$ cat config.mk
export PLATFORM = sky130hd
export DESIGN_NAME = keyword_operator_lexer
export DESIGN_NICKNAME = d
export VERILOG_FILES = /design/src/hdl/kol_pkg.sv /design/src/hdl/keyword_operator_lexer.sv /design/src/hdl/kol_datapath.sv /design/src/hdl/kol_ctrl.sv
export SDC_FILE = /design/constraint.sdc
export NUM_CORES = 1
export LEC_CHECK = 0
export BUFFER_PORTS_ARGS = -buffer_cell sky130_fd_sc_hd__buf_2
export CAP_MARGIN = 20
export CORE_ASPECT_RATIO = 0.5
export CORE_UTILIZATION = 30
export DETAILED_ROUTE_END_ITERATION = 10
export SYNTH_ARGS = -nofsm -noshare
export SYNTH_HDL_FRONTEND = slang
export SYNTH_SLANG_ARGS = --single-unit
$ cat constraint.sdc
create_clock -name clk -period 3.9 [get_ports clk]
set_input_delay 0.78 -clock clk [delete_from_list [all_inputs] [get_ports clk]]
set_output_delay 0.78 -clock clk [all_outputs]
set_load 0.02 [all_outputs]
$ cat src/hdl/kol_pkg.sv
`timescale 1ns / 1ps

package kol_pkg;

  localparam int MAX_LEXEME_DEFAULT = 32;
  localparam int KW_COUNT           = 5;
  localparam int KW_SLOTS           = 8;

  // token codes
  localparam logic [6:0] CODE_NONE   = 7'd0;
  localparam logic [6:0] CODE_IDENT  = 7'd50;
  localparam logic [6:0] CODE_INT    = 7'd51;
  localparam logic [6:0] CODE_PLUS   = 7'd60;
  localparam logic [6:0] CODE_MINUS  = 7'd61;
  localparam logic [6:0] CODE_STAR   = 7'd62;
  localparam logic [6:0] CODE_SLASH  = 7'd63;
  localparam logic [6:0] CODE_ASSIGN = 7'd64;
  localparam logic [6:0] CODE_LT     = 7'd65;
  localparam logic [6:0] CODE_LE     = 7'd66;
  localparam logic [6:0] CODE_GT     = 7'd67;
  localparam logic [6:0] CODE_GE     = 7'd68;
  localparam logic [6:0] CODE_EQ     = 7'd69;
  localparam logic [6:0] CODE_NE     = 7'd70;
  localparam logic [6:0] CODE_LBRACE = 7'd71;
  localparam logic [6:0] CODE_RBRACE = 7'd72;
  localparam logic [6:0] CODE_LPAREN = 7'd73;
  localparam logic [6:0] CODE_RPAREN = 7'd74;
  localparam logic [6:0] CODE_COMMA  = 7'd75;
  localparam logic [6:0] CODE_SEMI   = 7'd76;

  // result status
  localparam logic [1:0] ST_TOKEN = 2'd0;
  localparam logic [1:0] ST_TRUNC = 2'd1;
  localparam logic [1:0] ST_HALT  = 2'd2;
  localparam logic [1:0] ST_END   = 2'd3;

  localparam logic [7:0] CHAR_NUL  = 8'h00;
  localparam logic [7:0] CHAR_BANG = 8'h21;

  // keywords int, while, if, else, return; zero padded
  localparam logic [7:0] KW_TEXT [KW_COUNT][KW_SLOTS] = '{
    '{8'h69, 8'h6e, 8'h74, 8'h00, 8'h00, 8'h00, 8'h00, 8'h00},
    '{8'h77, 8'h68, 8'h69, 8'h6c, 8'h65, 8'h00, 8'h00, 8'h00},
    '{8'h69, 8'h66, 8'h00, 8'h00, 8'h00, 8'h00, 8'h00, 8'h00},
    '{8'h65, 8'h6c, 8'h73, 8'h65, 8'h00, 8'h00, 8'h00, 8'h00},
    '{8'h72, 8'h65, 8'h74, 8'h75, 8'h72, 8'h6e, 8'h00, 8'h00}
  };
  localparam logic [2:0] KW_LEN [KW_COUNT] = '{3'd3, 3'd5, 3'd2, 3'd4, 3'd6};

  typedef enum logic [3:0] {
    CC_END,
    CC_SPACE,
    CC_ALPHA,
    CC_DIGIT,
    CC_LT,
    CC_GT,
    CC_EQ,
    CC_BANG,
    CC_OP,
    CC_BAD
  } char_class_t;

  typedef enum logic [2:0] {
    EK_RUN,
    EK_KW,
    EK_CODE,
    EK_OP,
    EK_END,
    EK_ERR
  } emit_kind_t;

  typedef struct packed {
    logic       load_char;
    logic       lex_begin;
    logic       lex_append;
    logic       idx_clr;
    logic       idx_inc;
    logic       emit;
    emit_kind_t kind;
    logic [6:0] code;
    logic       err_bang;
  } ctrl_cmd_t;

  typedef struct packed {
    char_class_t cls;
    logic        kw_hit;
    logic        run_last;
    logic        out_free;
  } dp_status_t;

  function automatic logic [6:0] op_code(input logic [7:0] c);
    logic [6:0] code;
    code = CODE_NONE;
    case (c)
      8'h2b:   code = CODE_PLUS;
      8'h2d:   code = CODE_MINUS;
      8'h2a:   code = CODE_STAR;
      8'h2f:   code = CODE_SLASH;
      8'h7b:   code = CODE_LBRACE;
      8'h7d:   code = CODE_RBRACE;
      8'h28:   code = CODE_LPAREN;
      8'h29:   code = CODE_RPAREN;
      8'h2c:   code = CODE_COMMA;
      8'h3b:   code = CODE_SEMI;
      default: code = CODE_NONE;
    endcase
    return code;
  endfunction

  function automatic char_class_t classify(input logic [7:0] c);
    char_class_t cls;
    priority if (c == CHAR_NUL) begin
      cls = CC_END;
    end else if (c == 8'h20 || (c >= 8'h09 && c <= 8'h0d)) begin
      cls = CC_SPACE;
    end else if ((c >= 8'h61 && c <= 8'h7a) || (c >= 8'h41 && c <= 8'h5a) || c == 8'h5f) begin
      cls = CC_ALPHA;
    end else if (c >= 8'h30 && c <= 8'h39) begin
      cls = CC_DIGIT;
    end else if (c == 8'h3c) begin
      cls = CC_LT;
    end else if (c == 8'h3e) begin
      cls = CC_GT;
    end else if (c == 8'h3d) begin
      cls = CC_EQ;
    end else if (c == CHAR_BANG) begin
      cls = CC_BANG;
    end else if (op_code(c) != CODE_NONE) begin
      cls = CC_OP;
    end else begin
      cls = CC_BAD;
    end
    return cls;
  endfunction

endpackage

$ cat src/hdl/keyword_operator_lexer.sv
`timescale 1ns / 1ps
// Each character is registered and then dispatched; keyword and lookahead operator results are
//   emitted from dispatch, the others from the start-of-token step, and a flushed lexeme through
//   the registered store read, one character per read and emit step.
// in_stall holds off new requests until the sequencer is idle again, and a stalled output holds
//   the sequencer wherever it has a result to emit.
// Reset: synchronous; start state, zero length and overflow, out_valid low; store not cleared.

module keyword_operator_lexer #(
  parameter int MAX_LEXEME = kol_pkg::MAX_LEXEME_DEFAULT
) (
  input  logic       clk,
  input  logic       rst,
  // character requests
  input  logic       in_valid,
  output logic       in_stall,
  input  logic [7:0] ch,
  // token requests
  output logic       out_valid,
  input  logic       out_stall,
  output logic [6:0] token_code,
  output logic [7:0] lexeme_char,
  output logic       has_char,
  output logic       last,
  output logic [1:0] status
);

  // commands from the sequencer, status back from the datapath
  kol_pkg::ctrl_cmd_t  cmd;
  kol_pkg::dp_status_t sts;

  // Sequencer: holds the scan mode (start, identifier, number, pending
  // lookahead on < > = !, halted) and walks each request through dispatch
  // and, where needed, lexeme flush and the start-of-token step.
  kol_ctrl u_ctrl (
    .clk      (clk),
    .rst      (rst),
    .in_valid (in_valid),
    .in_stall (in_stall),
    .sts      (sts),
    .cmd      (cmd)
  );

  // Datapath: character register, classifier, lexeme store with its length
  // and overflow flag, incremental keyword match, and the output register
  // that lets the sequencer run on while a result waits.
  kol_datapath #(
    .MAX_LEXEME (MAX_LEXEME)
  ) u_datapath (
    .clk         (clk),
    .rst         (rst),
    .ch          (ch),
    .out_stall   (out_stall),
    .cmd         (cmd),
    .sts         (sts),
    .out_valid   (out_valid),
    .token_code  (token_code),
    .lexeme_char (lexeme_char),
    .has_char    (has_char),
    .last        (last),
    .status      (status)
  );

endmodule

$ cat src/hdl/kol_datapath.sv
`timescale 1ns / 1ps

module kol_datapath #(
  parameter int MAX_LEXEME = kol_pkg::MAX_LEXEME_DEFAULT
) (
  input  logic                  clk,
  input  logic                  rst,
  input  logic [7:0]            ch,
  input  logic                  out_stall,
  input  kol_pkg::ctrl_cmd_t    cmd,
  output kol_pkg::dp_status_t   sts,
  output logic                  out_valid,
  output logic [6:0]            token_code,
  output logic [7:0]            lexeme_char,
  output logic                  has_char,
  output logic                  last,
  output logic [1:0]            status
);

  localparam int LW = $clog2(MAX_LEXEME + 1);
  localparam int AW = $clog2(MAX_LEXEME);

  logic [7:0]    char_q;
  logic [LW-1:0] len;
  logic          ovf;
  logic [kol_pkg::KW_COUNT-1:0] kw_live;
  logic [kol_pkg::KW_COUNT-1:0] kw_pos_ok;
  logic [AW-1:0] idx;
  logic [7:0]    rd_data;
  logic [7:0]    lex_mem [MAX_LEXEME];

  logic          room;
  logic          wr_en;
  logic [AW-1:0] wr_addr;
  logic          kw_hit;
  logic [6:0]    kw_code;
  logic          run_last;
  logic          out_free;

  assign room     = len < LW'(MAX_LEXEME);
  assign wr_en    = cmd.lex_begin || (cmd.lex_append && room);
  assign wr_addr  = cmd.lex_begin ? '0 : len[AW-1:0];
  assign run_last = (LW'(idx) + LW'(1)) == len;
  assign out_free = !out_valid || !out_stall;

  // keyword prefix tracking at the current append position
  always_comb begin
    for (int k = 0; k < kol_pkg::KW_COUNT; k++) begin
      kw_pos_ok[k] = (len < LW'(kol_pkg::KW_LEN[k])) &&
                     (char_q == kol_pkg::KW_TEXT[k][len[2:0]]);
    end
  end

  always_comb begin
    kw_hit  = 1'b0;
    kw_code = kol_pkg::CODE_NONE;
    for (int k = 0; k < kol_pkg::KW_COUNT; k++) begin
      if (kw_live[k] && !ovf && len == LW'(kol_pkg::KW_LEN[k])) begin
        kw_hit  = 1'b1;
        kw_code = 7'(k + 1);
      end
    end
  end

  assign sts.cls      = kol_pkg::classify(char_q);
  assign sts.kw_hit   = kw_hit;
  assign sts.run_last = run_last;
  assign sts.out_free = out_free;

  // lexeme store: one write, one registered read
  always_ff @(posedge clk) begin
    if (wr_en) begin
      lex_mem[wr_addr] <= char_q;
    end
    rd_data <= lex_mem[idx];
  end

  always_ff @(posedge clk) begin
    if (cmd.load_char) begin
      char_q <= ch;
    end
    if (cmd.idx_clr) begin
      idx <= '0;
    end else if (cmd.idx_inc) begin
      idx <= idx + AW'(1);
    end
  end

  always_ff @(posedge clk) begin
    if (rst) begin
      len     <= '0;
      ovf     <= 1'b0;
      kw_live <= '0;
    end else if (cmd.lex_begin) begin
      len <= LW'(1);
      ovf <= 1'b0;
      for (int k = 0; k < kol_pkg::KW_COUNT; k++) begin
        kw_live[k] <= char_q == kol_pkg::KW_TEXT[k][0];
      end
    end else if (cmd.lex_append) begin
      if (room) begin
        len     <= len + LW'(1);
        kw_live <= kw_live & kw_pos_ok;
      end else begin
        ovf <= 1'b1;
      end
    end
  end

  // output register
  always_ff @(posedge clk) begin
    if (rst) begin
      out_valid <= 1'b0;
    end else if (cmd.emit) begin
      out_valid <= 1'b1;
    end else if (!out_stall) begin
      out_valid <= 1'b0;
    end
  end

  always_ff @(posedge clk) begin
    if (cmd.emit) begin
      unique case (cmd.kind)
        kol_pkg::EK_RUN: begin
          token_code  <= cmd.code;
          lexeme_char <= rd_data;
          has_char    <= 1'b1;
          last        <= run_last;
          status      <= ovf ? kol_pkg::ST_TRUNC : kol_pkg::ST_TOKEN;
        end
        kol_pkg::EK_KW: begin
          token_code  <= kw_code;
          lexeme_char <= kol_pkg::CHAR_NUL;
          has_char    <= 1'b0;
          last        <= 1'b1;
          status      <= kol_pkg::ST_TOKEN;
        end
        kol_pkg::EK_CODE: begin
          token_code  <= cmd.code;
          lexeme_char <= kol_pkg::CHAR_NUL;
          has_char    <= 1'b0;
          last        <= 1'b1;
          status      <= kol_pkg::ST_TOKEN;
        end
        kol_pkg::EK_OP: begin
          token_code  <= kol_pkg::op_code(char_q);
          lexeme_char <= kol_pkg::CHAR_NUL;
          has_char    <= 1'b0;
          last        <= 1'b1;
          status      <= kol_pkg::ST_TOKEN;
        end
        kol_pkg::EK_END: begin
          token_code  <= kol_pkg::CODE_NONE;
          lexeme_char <= kol_pkg::CHAR_NUL;
          has_char    <= 1'b0;
          last        <= 1'b1;
          status      <= kol_pkg::ST_END;
        end
        default: begin
          token_code  <= kol_pkg::CODE_NONE;
          lexeme_char <= cmd.err_bang ? kol_pkg::CHAR_BANG : char_q;
          has_char    <= 1'b1;
          last        <= 1'b1;
          status      <= kol_pkg::ST_HALT;
        end
      endcase
    end
  end

endmodule

$ cat src/hdl/kol_ctrl.sv
`timescale 1ns / 1ps

module kol_ctrl (
  input  logic                clk,
  input  logic                rst,
  input  logic                in_valid,
  output logic                in_stall,
  input  kol_pkg::dp_status_t sts,
  output kol_pkg::ctrl_cmd_t  cmd
);

  typedef enum logic [2:0] {
    PH_IDLE,
    PH_DISP,
    PH_READ,
    PH_EMIT,
    PH_TAIL
  } phase_t;

  typedef enum logic [2:0] {
    M_START,
    M_IDENT,
    M_NUMBER,
    M_LT,
    M_GT,
    M_EQ,
    M_BANG,
    M_HALT
  } mode_t;

  phase_t phase, phase_next;
  mode_t  mode, mode_next;

  assign in_stall = phase != PH_IDLE;

  always_comb begin
    phase_next = phase;
    mode_next  = mode;
    cmd        = '0;
    cmd.kind   = kol_pkg::EK_CODE;
    cmd.code   = kol_pkg::CODE_NONE;
    unique case (phase)
      PH_IDLE: begin
        if (in_valid) begin
          cmd.load_char = 1'b1;
          phase_next    = PH_DISP;
        end
      end
      PH_DISP: begin
        unique case (mode)
          M_HALT: phase_next = PH_IDLE;
          M_START: phase_next = PH_TAIL;
          M_IDENT, M_NUMBER: begin
            if (sts.cls == kol_pkg::CC_DIGIT ||
                (mode == M_IDENT && sts.cls == kol_pkg::CC_ALPHA)) begin
              cmd.lex_append = 1'b1;
              phase_next     = PH_IDLE;
            end else if (mode == M_IDENT && sts.kw_hit) begin
              if (sts.out_free) begin
                cmd.emit   = 1'b1;
                cmd.kind   = kol_pkg::EK_KW;
                phase_next = PH_TAIL;
              end
            end else begin
              cmd.idx_clr = 1'b1;
              phase_next  = PH_READ;
            end
          end
          M_LT, M_GT, M_EQ: begin
            if (sts.out_free) begin
              cmd.emit = 1'b1;
              cmd.kind = kol_pkg::EK_CODE;
              if (sts.cls == kol_pkg::CC_EQ) begin
                cmd.code   = (mode == M_LT) ? kol_pkg::CODE_LE :
                             (mode == M_GT) ? kol_pkg::CODE_GE : kol_pkg::CODE_EQ;
                mode_next  = M_START;
                phase_next = PH_IDLE;
              end else begin
                cmd.code   = (mode == M_LT) ? kol_pkg::CODE_LT :
                             (mode == M_GT) ? kol_pkg::CODE_GT : kol_pkg::CODE_ASSIGN;
                phase_next = PH_TAIL;
              end
            end
          end
          default: begin
            // pending bang
            if (sts.out_free) begin
              cmd.emit   = 1'b1;
              phase_next = PH_IDLE;
              if (sts.cls == kol_pkg::CC_EQ) begin
                cmd.kind  = kol_pkg::EK_CODE;
                cmd.code  = kol_pkg::CODE_NE;
                mode_next = M_START;
              end else begin
                cmd.kind     = kol_pkg::EK_ERR;
                cmd.err_bang = 1'b1;
                mode_next    = M_HALT;
              end
            end
          end
        endcase
      end
      PH_READ: phase_next = PH_EMIT;
      PH_EMIT: begin
        if (sts.out_free) begin
          cmd.emit = 1'b1;
          cmd.kind = kol_pkg::EK_RUN;
          cmd.code = (mode == M_IDENT) ? kol_pkg::CODE_IDENT : kol_pkg::CODE_INT;
          if (sts.run_last) begin
            phase_next = PH_TAIL;
          end else begin
            cmd.idx_inc = 1'b1;
            phase_next  = PH_READ;
          end
        end
      end
      PH_TAIL: begin
        if (sts.out_free) begin
          phase_next = PH_IDLE;
          unique case (sts.cls)
            kol_pkg::CC_END: begin
              cmd.emit  = 1'b1;
              cmd.kind  = kol_pkg::EK_END;
              mode_next = M_START;
            end
            kol_pkg::CC_SPACE: mode_next = M_START;
            kol_pkg::CC_ALPHA: begin
              cmd.lex_begin = 1'b1;
              mode_next     = M_IDENT;
            end
            kol_pkg::CC_DIGIT: begin
              cmd.lex_begin = 1'b1;
              mode_next     = M_NUMBER;
            end
            kol_pkg::CC_LT:   mode_next = M_LT;
            kol_pkg::CC_GT:   mode_next = M_GT;
            kol_pkg::CC_EQ:   mode_next = M_EQ;
            kol_pkg::CC_BANG: mode_next = M_BANG;
            kol_pkg::CC_OP: begin
              cmd.emit  = 1'b1;
              cmd.kind  = kol_pkg::EK_OP;
              mode_next = M_START;
            end
            default: begin
              cmd.emit  = 1'b1;
              cmd.kind  = kol_pkg::EK_ERR;
              mode_next = M_HALT;
            end
          endcase
        end
      end
      default: phase_next = PH_IDLE;
    endcase
  end

  always_ff @(posedge clk) begin
    if (rst) begin
      phase <= PH_IDLE;
      mode  <= M_START;
    end else begin
      phase <= phase_next;
      mode  <= mode_next;
    end
  end

endmodule
After elaboration in Yosys (flattened, before gate mapping)
Memory sizes are Yosys's and may differ from the RTL's. A register that Yosys moved wholly into a read port is not among the register bits.
Cells that the tools add are included.
{"block": "classes", "addsub": 3, "n_lt_le_gt_ge": 15, "eq_ne": 62, "mux": 109, "bitwise": 3, "n_reduce_logical": 58}
{"op": "8-bit by 6-bit equality test with 1-bit output (second input constant)", "n": 13}
{"op": "8-bit two-way mux", "n": 11}
{"op": "7-bit two-way mux", "n": 12}
{"op": "7-bit one-hot mux with 10 select lines", "n": 1}
{"op": "8-bit by 7-bit equality test with 1-bit output (second input constant)", "n": 7}
{"op": "3-bit two-way mux", "n": 17}
{"op": "4-bit two-way mux", "n": 12}
{"op": "8-bit equality test", "n": 5}
{"op": "4-bit one-hot mux with 3 select lines", "n": 3}
{"op": "1-bit two-way mux", "n": 31}
{"op": "7-bit one-hot mux with 2 select lines", "n": 2}
{"op": "12-bit two-way mux", "n": 2}
{"op": "1-bit logical AND", "n": 22}
{"op": "3-bit one-hot mux with 7 select lines", "n": 1}
{"op": "7-bit one-hot mux with 3 select lines", "n": 1}
{"op": "5-bit two-way mux", "n": 4}
{"op": "3-bit by 2-bit equality test with 1-bit output (second input constant)", "n": 6}
{"op": "6-bit by 3-bit equality test with 1-bit output (second input constant)", "n": 3}
{"op": "6-bit by 3-bit less-than comparator with 1-bit output (second input constant)", "n": 3}
{"op": "4-bit by 3-bit equality test with 1-bit output (second input constant)", "n": 4}
{"op": "8-bit by 7-bit >= comparator with 1-bit output (second input constant)", "n": 2}
{"op": "8-bit by 7-bit less-or-equal comparator with 1-bit output (second input constant)", "n": 2}
{"op": "8-bit one-hot mux with 2 select lines", "n": 1}
{"op": "3-bit equality test (second input constant)", "n": 5}
{"op": "other kinds (44)", "n": 80}
{"block": "word_totals", "reg_bits": 51, "ram_bits": 256, "rom_bits": 320, "inputBits": 12, "out_inout_bits": 21, "elab_cells": 270, "mem_count": 6}
{"name": "u_datapath.lex_mem", "words": 32, "word_bits": 8, "read_ports": 1, "rd_clocked_by_memory_dff": 1, "write_ports": 1, "line_no": "kol_datapath.sv:30", "rtl": "logic [7:0] lex_mem [MAX_LEXEME];"}
{"name": "(name not given)", "words": 8, "word_bits": 8, "read_ports": 1, "rd_clocked_by_memory_dff": 0, "write_ports": 0, "line_no": "kol_datapath.sv:50", "rtl": "(char_q == kol_pkg::KW_TEXT[k][len[2:0]]);"}
{"name": "(name not given)", "words": 8, "word_bits": 8, "read_ports": 1, "rd_clocked_by_memory_dff": 0, "write_ports": 0, "line_no": "kol_datapath.sv:50"}
{"name": "(name not given)", "words": 8, "word_bits": 8, "read_ports": 1, "rd_clocked_by_memory_dff": 0, "write_ports": 0, "line_no": "kol_datapath.sv:50"}
{"name": "(name not given)", "words": 8, "word_bits": 8, "read_ports": 1, "rd_clocked_by_memory_dff": 0, "write_ports": 0, "line_no": "kol_datapath.sv:50"}
{"name": "(name not given)", "words": 8, "word_bits": 8, "read_ports": 1, "rd_clocked_by_memory_dff": 0, "write_ports": 0, "line_no": "kol_datapath.sv:50"}

Depth between registers and ports, before layout
Gate-level depths: netlist of the first run.
{"block": "depth", "word_depth": 30, "ltp_mapped": 10, "ltp_nobuf": 8}

Hierarchy
A second synthesis of the first run with hierarchy kept.
{"block": "unflattened", "cells_unflattened": 949, "hier_area_um2": 13960.9}
{"mod": "kol_datapath", "instances": 1, "cells_each": 827, "area_each_um2": 13136.3, "seq_area_each_um2": 9018.6}
{"mod": "kol_ctrl", "instances": 1, "cells_each": 122, "area_each_um2": 824.5, "seq_area_each_um2": 120.1}

Least setup slack after synthesis of the first run
OpenSTA, ideal clock, no wires.
{"block": "synth_path", "path_kind": "register to register", "start": "register u_datapath.char_q[4]", "end": "memory u_datapath.lex_mem[13][0], enable pin", "setup_time_ns": 0.395, "t_arrival_ns": 2.889, "required_ns": 3.505, "slack_ns": 0.617, "path_stages_with_launch": 7, "n_path_buf": 1, "period_less_slack_ns": 3.283, "path_cell_list": "edfxtp_1 -> buf_4 -> and4bb_2 -> o2111ai_1 -> a21oi_4 -> nand3_1 -> nor4_1"}
{"block": "synth_via", "elab_chain_cells": 30, "word_cells_on_any_way": 67, "classes_between": "order compare: 8; eq/ne: 18; mux: 27; reduce/logical: 14"}
{"item": "start, declared", "line_no": "kol_datapath.sv:23", "rtl": "logic [7:0] char_q;"}
{"item": "start signal, assigned", "line_no": "kol_datapath.sv:80", "rtl": "char_q <= ch;"}
{"item": "8-bit by 6-bit equality test with 1-bit output or 8-bit by 7-bit equality test with 1-bit output (tied branches)", "line_no": "kol_pkg.sv:94", "rtl": "case (c)"}
{"item": "7-bit one-hot mux with 10 select lines", "line_no": "kol_pkg.sv:94"}
{"item": "7-bit two-way mux", "line_no": "kol_pkg.sv:126", "rtl": "end else if (c == CHAR_BANG) begin"}
{"item": "7-bit two-way mux", "line_no": "kol_pkg.sv:124", "rtl": "end else if (c == 8'h3d) begin"}
{"item": "7-bit two-way mux", "line_no": "kol_pkg.sv:122", "rtl": "end else if (c == 8'h3e) begin"}
{"item": "7-bit two-way mux", "line_no": "kol_pkg.sv:120", "rtl": "end else if (c == 8'h3c) begin"}
{"item": "7-bit two-way mux", "line_no": "kol_pkg.sv:118", "rtl": "end else if (c >= 8'h30 && c <= 8'h39) begin"}
{"item": "7-bit two-way mux", "line_no": "kol_pkg.sv:116", "rtl": "end else if ((c >= 8'h61 && c <= 8'h7a) || (c >= 8'h41 && c <= 8'h5a) || c == 8'h5f) begin"}
{"item": "[14 not listed]"}
{"item": "1-bit logical OR", "line_no": "kol_ctrl.sv:54", "rtl": "if (sts.cls == kol_pkg::CC_DIGIT ||"}
{"item": "1-bit two-way mux", "line_no": "kol_ctrl.sv:54"}
{"item": "2-bit two-way mux", "line_no": "kol_ctrl.sv:50", "rtl": "unique case (mode)"}
{"item": "2-bit two-way mux", "line_no": "kol_ctrl.sv:42", "rtl": "unique case (phase)"}
{"item": "1-bit logical AND", "line_no": "kol_datapath.sv:41", "rtl": "assign wr_en = cmd.lex_begin || (cmd.lex_append && room);"}
{"item": "1-bit logical OR", "line_no": "kol_datapath.sv:41"}
{"item": "1-bit two-way mux", "line_no": "kol_datapath.sv:72", "rtl": "if (wr_en) begin"}
{"item": "1-bit two-way mux (implied by the code)", "line_no": "kol_datapath.sv:73", "rtl": "lex_mem[wr_addr] <= char_q;"}
{"item": "end, declared", "line_no": "kol_datapath.sv:30"}
Mark *: on every way between the ends. The rest lies on a longest branch, timed or not. The select of a mux whose other input is x is not followed.

==> results.json, run 1 <==
{
  "fillers": 4326,
  "min_to": "u_datapath.char_q[5]",
  "met3WireLength_mm": 1.929,
  "netlist_instances": 869,
  "status": "completed",
  "min_period_over_period_pct": 85.23,
  "synth.area.top_cells": "edfxtp_1 61%, mux4_2 13%, dfxtp_1 4.6%",
  "syn_nets": 889,
  "synth_seq_cells": 314,
  "grt-ovfl-total": 0,
  "register_area_mm2": 0.009114,
  "die_w_um": 306.9,
  "die_area_mm2": 0.04740,
  "fin_setup_tns_ns": 0,
  "cts_tree": "yes",
  "multi_input_area_mm2": 0.004483,
  "crit_type": "flip-flop to flip-flop",
  "hold_ws_ns": 0.3880,
  "mostFrequentLayoutCells": "282 x edfxtp_1, 80 x mux4_2, 65 x nor2_1",
  "min_path_cells": 1,
  "clk_latency_ns": 0.57,
  "via_count": 8203,
  "p_seq_share_pct": 48.5,
  "clk_pin_slew_ns": 0.07,
  "reg2reg_depth": 9,
  "start_util_pct": 30.65,
  "synth_async_sr_flop_share_pct": 0,
  "routedWlPerCell_um": 21.53,
  "dp_slack_ns": 0.6293,
  "antenna_found_initial": 0,
  "crit_fanout": 18,
  "synth_top_cell_by_area": "edfxtp_1",
  "worstSetupStartpointType": "flip-flop",
  "switching_share_pct": 24.74,
  "hold_class": "input port to flip-flop",
  "io-pin-count": 33,
  "cp.required_ns": 4.21,
  "dr.first_iter.drc_count": 876,
  "vias_per_cell": 5.195,
  "slew_headroom_pct": 39.27,
  "peakVddDrop_uv": 329.0,
  "fmax_mhz": 300.8,
  "power.internal_mw": 6.034,
  "grt_pass1_vias": 7971,
  "synth.top_cell.area_share_pct": 60.73,
  "reg2reg_slack_ns": 0.58,
  "report.final.hold_viol_count": 0,
  "slew_violations": 0,
  "drive_above_1_share_pct": 26.68,
  "nets": 948,
  "synth_edf_count": 282,
  "postCtsHoldBufs": 0,
  "grt.total_usage_pct": 14.22,
  "cp.arrival_ns": 3.63,
  "r2r_start": "u_datapath.len[1]",
  "setup_viol": 0,
  "met2_length_mm": 15.88,
  "pwr-share-comb_pct": 15.3,
  "yosysUniqueCellTypes": 88,
  "powerDensity_mw_per_mm2": 500.6,
  "period_needed_ns": 3.324,
  "max-cap-violations": 0,
  "hpwl_mm": 22.41,
  "final_common_cell": "edfxtp_1",
  "rsz0062_at_grt": "false",
  "num_antenna_cells": 0,
  "htreeDepth": 1,
  "cts_repair_resize_count": 0,
  "clock-skew-final_ns": 0.01704,
  "power.total_mw": 8.017,
  "finalWirelength_mm": 34.00,
  "numClockSinks": 314,
  "regToRegEndpoint": "u_datapath.lexeme_char[1]",
  "coreArea_mm2": 0.04549,
  "power.switching_mw": 1.983,
  "power_frac_clock_pct": 36.2,
  "synth_seq_area_share_pct": 65.33,
  "drc": 0,
  "syn-cell-area_mm2": 0.01394,
  "io_buffers": 32,
  "die_height_um": 154.4,
  "finalWeightedCongestion": 0.8994,
  "syn_to_final_growth_pct": 14.87,
  "tightest_slew_ns": 0.9076,
  "grt_pass1_wl_mm": 51.08,
  "avgSynthCellArea_um2": 16.05,
  "cts_setup_buffers": 0,
  "setup_ws_ns": 0.5759,
  "yosysWarnings": 0,
  "fp-row-count": 55,
  "wl_met1_mm": 15.66,
  "synth_flop_cell": "edfxtp_1",
  "p_leak_nw": 5.005,
  "firstDrtPassIters": 5,
  "top_layer": "met4",
  "grt_start_max_net_pins": 49,
  "ant_nets": 0,
  "cts_buffers": 30,
  "cp-end-kind": "flip-flop",
  "root_buffer": "clkbuf_16",
  "fin_util_pct": 35.21,
  "hp-start": "ch[5]",
  "cts.path.max_buffers": 3
}
-- per-stage QoR --
stage,cell area [um^2],instances
final,16020,1579
after CTS,16020,1579
after detailed placement,15030,1523
after global routing,16020,1579
after global placement,15030,1523
after floorplan,13940,869
-- worst max-delay path, stage by stage, from the launching register on --
cell	delay, ns
dfxtp_1	0.64
clkinv_1	0.43
ha_1	0.47
nand3_1	0.14
o21ai_1	0.12
o311ai_1	0.43
nor2_2	0.15
o21ai_0	0.31
nand3_1	0.12
buf_4	0.25
-- synthesized netlist by cell type, drive strengths merged (8+ instances only) --
library cell and instances:
a21oi 23, a31oi 8, buf 38, clkbuf 25, dfxtp 32, edfxtp 282, ha 8, inv 9
mux2 8, mux4 80, nand2 38, nand3 26, nor2 66, nor2b 13, nor3 12, nor4 11
o21ai 28, or3 11, xnor2 14
-- registers in the layout, indices dropped and copies added, names as in the netlist --
register	count
u_datapath.out_valid	1
u_datapath.lex_mem	256
u_datapath.ovf	1
u_datapath.char_q	8
u_datapath.has_char	1
u_ctrl.phase	3
u_datapath.idx	5
u_datapath.lexeme_char	8
u_ctrl.mode	3
u_datapath.token_code	6
u_datapath.last	1
u_datapath.len	6
u_datapath.kw_live	5
u_datapath.rd_data	8
u_datapath.status	2
-- area by class of cell --
type	count	share of cell area, %
Clock inverter	16	0.8827
Multi-Input combinational cell	482	27.99
Clock buffer	40	5.296
Timing Repair Buffer	90	3.797
Sequential cell	314	56.90
Tap cell	627	4.898
Inverter	10	0.2344
-- power groups by stage --
stage / logic, mW / clock network (mW) / registers (mW)
global placement: 1.22 / 0 / 3.96
detailed placement: 1.24 / 0 / 3.96
finish: 1.23 / 2.90 / 3.89
global route: 1.31 / 3.07 / 3.91
floorplan: 0.933 / 0 / 3.89
CTS: 1.24 / 2.95 / 3.89
-- worst max-delay path by stage --
stage / from / endpoint / slack (ns) / depth (start not counted)
after floorplan: u_datapath.char_q[4] / u_datapath.lex_mem[13][0] / 0.62 / 6
after global placement: u_datapath.len[1] / u_datapath.lexeme_char[6] / 0.78 / 9
after detailed placement: u_datapath.len[1] / u_datapath.lexeme_char[4] / 0.63 / 9
after CTS: u_datapath.len[1] / u_datapath.lexeme_char[1] / 0.63 / 9
after global routing: u_datapath.len[1] / u_datapath.lexeme_char[0] / 0.31 / 9
final: u_datapath.len[1] / u_datapath.lexeme_char[1] / 0.58 / 9
-- routing by layer --
layer  global-route usage (%)  vias up
met2                    22.87      272
met4                    2.667        0
li1                         -     3639
met5                        0        -
met3                    1.836       38
met1                    20.70     4254
-- cell families after synthesis --
| logic type | synth area share, % |
|---|---|
| DFF | 65.33 |
| and+or+nand+nor | 9.718 |
| AOI/OAI and AO/OA | 6.865 |
| muxes | 13.78 |
| buffers and inverters | 2.521 |
| xor gates and xnor gates | 1.068 |
| adders and majority gates | 0.7179 |
(Power assumes the default switching activity.)
==> run 2: changes to the inputs <==
Clock period 3.9 ns to 3 ns, I/O delays scaled along.
==> run 2 against run 1 <==
Compared with the run above:
- sequential power up 29%
- clock skew about the same
- final cell count up 2.3%
- die area unchanged
- global-route usage up 0.49 points
- worst setup slack worse by 0.49 ns
- sequential cell count unchanged
- combinational power up 37%
- clock-buffer cell count up 4
- hold slack worse by 0.16 ns
- critical path type unchanged
- largest cell class unchanged
- highest routed layer unchanged
==> results.json, run 2 (synthesis results as in run 1) <==
{
  "crit_buf_inv": 2,
  "cpPeakStageDelay_ns": 0.44,
  "setup_viol": 0,
  "cp.required_ns": 3.28,
  "cts_buffers": 31,
  "coreArea_mm2": 0.04549,
  "pwr-share-comb_pct": 15.8,
  "fp-row-count": 55,
  "start_util_pct": 30.65,
  "ant_nets": 0,
  "slew_violations": 0,
  "max-cap-violations": 0,
  "worstSetupStartpointType": "flip-flop",
  "die_height_um": 154.4,
  "cts.path.max_buffers": 3,
  "grt_pass1_wl_mm": 53.03,
  "p_seq_share_pct": 46.6,
  "routedWlPerCell_um": 21.68,
  "crit_fanout": 18,
  "cpLargestDelayFamily": "simple AND/OR/NAND/NOR gates",
  "hold_ws_ns": 0.2270,
  "p_leak_nw": 5.204,
  "grt-ovfl-total": 0,
  "fillers": 4253,
  "via_count": 8418,
  "regMostFlops": "u_datapath.lex_mem",
  "num_antenna_cells": 0,
  "power.switching_mw": 2.625,
  "syn_to_final_growth_pct": 17.68,
  "switching_share_pct": 24.46,
  "numClockSinks": 314,
  "cp.arrival_ns": 3.19,
  "power.internal_mw": 8.105,
  "power_frac_clock_pct": 37.6,
  "io-pin-count": 33,
  "grt_start_max_net_pins": 46,
  "cp-end-kind": "flip-flop",
  "slew_headroom_pct": 51.15,
  "crit_type": "flip-flop to flip-flop",
  "fin_setup_tns_ns": 0,
  "final_common_cell": "edfxtp_1",
  "min_period_over_period_pct": 97.16,
  "grt_pass1_vias": 8523,
  "tightest_slew_ns": 0.7261,
  "clk_latency_ns": 0.58,
  "powerDensity_mw_per_mm2": 653.9,
  "report.final.hold_viol_count": 0,
  "worstPathCellList": "buf_4 > and4b_1 > nor3_1 > or3_4 > a21oi_4 > nand3_2 > nor4_2 > buf_4",
  "hpwl_mm": 23.68,
  "worst_path_most_repeated_cell": "buf_4",
  "root_buffer": "clkbuf_16",
  "grt.total_usage_pct": 14.70,
  "mostFrequentLayoutCells": "282 x edfxtp_1, 89 x buf_4, 80 x mux4_2",
  "fmax_mhz": 343.1,
  "crit_slowest_cell": "or3_4",
  "finalWirelength_mm": 35.01,
  "firstDrtPassIters": 6,
  "finalWeightedCongestion": 0.9370,
  "io_buffers": 32,
  "dr.first_iter.drc_count": 822,
  "clk_pin_slew_ns": 0.06,
  "die_w_um": 306.9,
  "cts_tree": "yes",
  "postCtsHoldBufs": 0,
  "setup_ws_ns": 0.08515,
  "antenna_found_initial": 0,
  "drc": 0,
  "fin_util_pct": 36.07,
  "nets": 983,
  "period_needed_ns": 2.915,
  "die_area_mm2": 0.04740,
  "peakVddDrop_uv": 359.7,
  "vias_per_cell": 5.212,
  "largest_reg_flops": 256,
  "clock-skew-final_ns": 0.01695,
  "hold_class": "input port to flip-flop",
  "drive_above_1_share_pct": 29.66,
  "status": "completed",
  "dp_slack_ns": -0.09715,
  "htreeDepth": 1
}
-- run 2: path summary, 6_finish.rpt --
path | end | slack, ns | from | cells after the start
worst max-delay path | u_datapath.lex_mem[14][3] | 0.09 | u_datapath.char_q[1] | 8
worst min-delay path | u_datapath.char_q[0] | 0.23 | ch[0] | 1
worst max register to register | u_datapath.lex_mem[14][3] | 0.09 | u_datapath.char_q[1] | 8
worst min register to register | u_datapath.kw_live[0] | 0.51 | u_datapath.kw_live[0] | 1
-- run 2: final cells by class --
class                      count  area (um^2)  share of cell area, %
clock buffer                  44        864.6                  5.269
sequential                   314         9114                  55.54
tap                          627        784.5                  4.781
inverter                      10        37.54                 0.2288
multi-input combinational    482         4513                  27.51
clock inverter                14        206.4                  1.258
timing repair buffer         124        888.4                  5.414
-- run 2: timing repair --
item	4_1_cts	5_1_grt
gates resized for setup	1	1
buffers inserted	0	3
pin swaps	0	0
endpoints found under the setup margin	64	8
-- run 2: power by group through the flow --
stage	clock (mW)	combinational (mW)	sequential [mW]
finish	4.03	1.69	5.00
CTS	4.11	1.71	5.01
global placement	0	1.68	5.10
global route	4.25	1.80	5.02
detailed placement	0	1.70	5.10
floorplan	0	1.21	5.06
-- run 2: per-stage QoR --
stage	power, mW	std cells	instance area [um^2]
finish	10.73	1615	16410
global placement	6.780	1554	15300
CTS	10.83	1612	16380
global route	11.07	1615	16410
floorplan	6.270	869	13960
detailed placement	6.807	1554	15300
-- run 2: per-layer routing --
| layer | up-vias | routed length, um | global-route usage (%) |
|---|---|---|---|
| li1 | 3701 | - | - |
| met1 | 4307 | 15230 | 20.85 |
| met2 | 358 | 16420 | 23.93 |
| met3 | 52 | 2383 | 1.535 |
| met4 | 0 | 976 | 4.286 |
| met5 | - | 0 | 0 |
==> run 3: changes to the inputs <==
Clock period 3 ns to 2.5 ns, I/O delays scaled along.
==> run 3 against run 2 <==
Compared with the run above:
- sequential power grew 19%
- the flow now finishes with violations (negative setup slack)
- critical endpoint is now u_datapath.lexeme_char[6]
- core utilization grew 2.3 points
- highest routed layer unchanged
- die area is the same
==> results.json, run 3 (synthesis results as in run 1) <==
{
  "status": "finished, violations left",
  "violations": "negative setup slack",
  "clk_pin_slew_ns": 0.07,
  "die_w_um": 306.9,
  "max-cap-violations": 0,
  "postCtsHoldBufs": 0,
  "hp-start": "ch[7]",
  "antenna_found_initial": 0,
  "fmax_mhz": 394.4,
  "firstDrtPassIters": 6,
  "cts_buffers": 30,
  "min_period_over_period_pct": 101.4,
  "ant_nets": 0,
  "cts.path.max_buffers": 3,
  "final_common_cell": "edfxtp_1",
  "cp-end-kind": "flip-flop",
  "regMostFlops": "u_datapath.lex_mem",
  "finalWeightedCongestion": 0.8768,
  "p_leak_nw": 5.619,
  "tightest_slew_ns": 0.6227,
  "rsz0062_at_grt": "true",
  "crit_type": "flip-flop to flip-flop",
  "grt-ovfl-total": 0,
  "worstPathCellList": "buf_4 > nor4b_4 > nand4_1 > and3_4 > a211o_1 > o21ba_4 > nand3_4 > clkbuf_16",
  "io_buffers": 32,
  "min_path_cells": 1,
  "cpPeakStageDelay_ns": 0.53,
  "slew_headroom_pct": 58.49,
  "vias_per_cell": 5.160,
  "fp-row-count": 55,
  "grt.total_usage_pct": 15.29,
  "crit_fanout": 6,
  "nets": 1058,
  "r2r_start": "u_datapath.char_q[6]",
  "setup_viol": 33,
  "die_height_um": 154.4,
  "syn_to_final_growth_pct": 25.03,
  "regToRegEndpoint": "u_datapath.lexeme_char[6]",
  "hold_ws_ns": 0.1061,
  "fin_util_pct": 38.32,
  "cp.required_ns": 2.80,
  "reg2reg_slack_ns": -0.04,
  "start_util_pct": 30.65,
  "clk_latency_ns": 0.58,
  "routedWlPerCell_um": 21.67,
  "drive_above_1_share_pct": 38.29,
  "largest_reg_flops": 256,
  "worstSetupStartpointType": "flip-flop",
  "grt_start_max_net_pins": 35,
  "via_count": 8679,
  "htreeDepth": 1,
  "crit_buf_inv": 2,
  "numClockSinks": 314,
  "reg2reg_depth": 8,
  "dp.cells": 1612,
  "mostFrequentLayoutCells": "282 x edfxtp_1, 123 x buf_4, 80 x mux4_2",
  "coreArea_mm2": 0.04549,
  "hold_class": "input port to flip-flop",
  "report.final.hold_viol_count": 0,
  "period_needed_ns": 2.536,
  "finalNonFillerCells": 1682,
  "num_antenna_cells": 0,
  "cpLargestDelayFamily": "simple AND/OR/NAND/NOR gates",
  "root_buffer": "clkbuf_16",
  "setup_ws_ns": -0.03568,
  "hpwl_mm": 25.14,
  "die_area_mm2": 0.04740,
  "cts_tree": "yes",
  "cp.arrival_ns": 2.84,
  "grt_pass1_vias": 8609,
  "slew_violations": 0,
  "finalWirelength_mm": 36.44,
  "postLayoutCellArea_mm2": 0.01743,
  "powerDensity_mw_per_mm2": 710.8,
  "io-pin-count": 33,
  "clock-skew-final_ns": 0.01247,
  "dr.first_iter.drc_count": 908,
  "peakVddDrop_uv": 518.8,
  "postPlaceCellArea_mm2": 0.01608,
  "crit_slowest_cell": "edfxtp_1",
  "dp_slack_ns": -0.1260,
  "min_to": "u_datapath.char_q[7]",
  "drc": 0,
  "grt_pass1_wl_mm": 54.86
}
## run 3: cell types whose count changed in the layout (fill, tap and decap cells not counted), moves of 3 or more
| cell | change |
|---|---|
| buf_4 | +34 |
| nor2_1 | -25 |
| buf_6 | +20 |
| buf_12 | +19 |
| nor2_2 | +14 |
| nor2_4 | +11 |
| clkbuf_1 | -5 |
| clkbuf_8 | -4 |
| nor4_2 | -4 |
| nor4_4 | +4 |
| bufinv_16 | -3 |
| clkinv_2 | +3 |
## run 3: timing repair
action,CTS,global route
gates resized for setup,15,38
setup endpoints to repair,239,291
pin swaps,6,14
setup buffers,10,11
cloned,0,1
## run 3: area by class of cell
cell class	instances	area [um^2]
fillers	4197	28050
clock inverters	15	138.9
inverters	10	38.79
multi-input cells	482	4786
repair buffers	200	1804
flip-flops and latches	314	9115
well taps	627	784.5
clock buffers	34	765.7
## run 3: worst max path at each step
stage | depth (start not counted) | from | end
4_1_cts | 9 | u_ctrl.mode[2] | u_datapath.lex_mem[27][2]
5_1_grt | 8 | u_datapath.char_q[6] | u_datapath.has_char
2_1_floorplan | 7 | u_datapath.char_q[0] | u_datapath.lex_mem[17][0]
3_5_place_dp | 9 | u_datapath.char_q[0] | u_datapath.lex_mem[9][3]
6_report | 8 | u_datapath.char_q[6] | u_datapath.lexeme_char[6]
3_3_place_gp | 9 | u_datapath.char_q[0] | u_datapath.lex_mem[5][3]
## run 3: metrics by stage
step	TNS, ns	power, mW
4_1_cts	0	12.47
2_1_floorplan	-83.50	7.532
3_5_place_dp	-9.365	8.205
6_report	-0.3606	12.39
3_3_place_gp	-4.755	8.184
5_1_grt	-5.945	12.83
## run 3: metal layers
| metal | routed length, um | vias up | global-route usage (%) |
|---|---|---|---|
| li1 | - | 3856 | - |
| met1 | 16220 | 4466 | 21.18 |
| met2 | 17220 | 303 | 24.82 |
| met3 | 2221 | 54 | 2.836 |
| met4 | 778 | 0 | 3.810 |
| met5 | 0 | - | 0 |
## run 3: worst register-to-register path, stage by stage, from the launching register on
cell       delay, ns
edfxtp_1        0.53
buf_4           0.24
nor4b_4         0.30
nand4_1         0.17
and3_4          0.18
a211o_1         0.32
o21ba_4         0.22
nand3_4         0.14
clkbuf_16       0.17
## run 3: power by group
| group | leakage (nW) | total (mW) | switching, mW | internal [mW] |
|---|---|---|---|---|
| combinational | 2.37 | 2.18 | 1.08 | 1.10 |
| sequential | 2.82 | 5.96 | 0.0996 | 5.86 |
| clock | 0.431 | 4.25 | 1.94 | 2.30 |
| total | 5.62 | 12.4 | 3.12 | 9.27 |
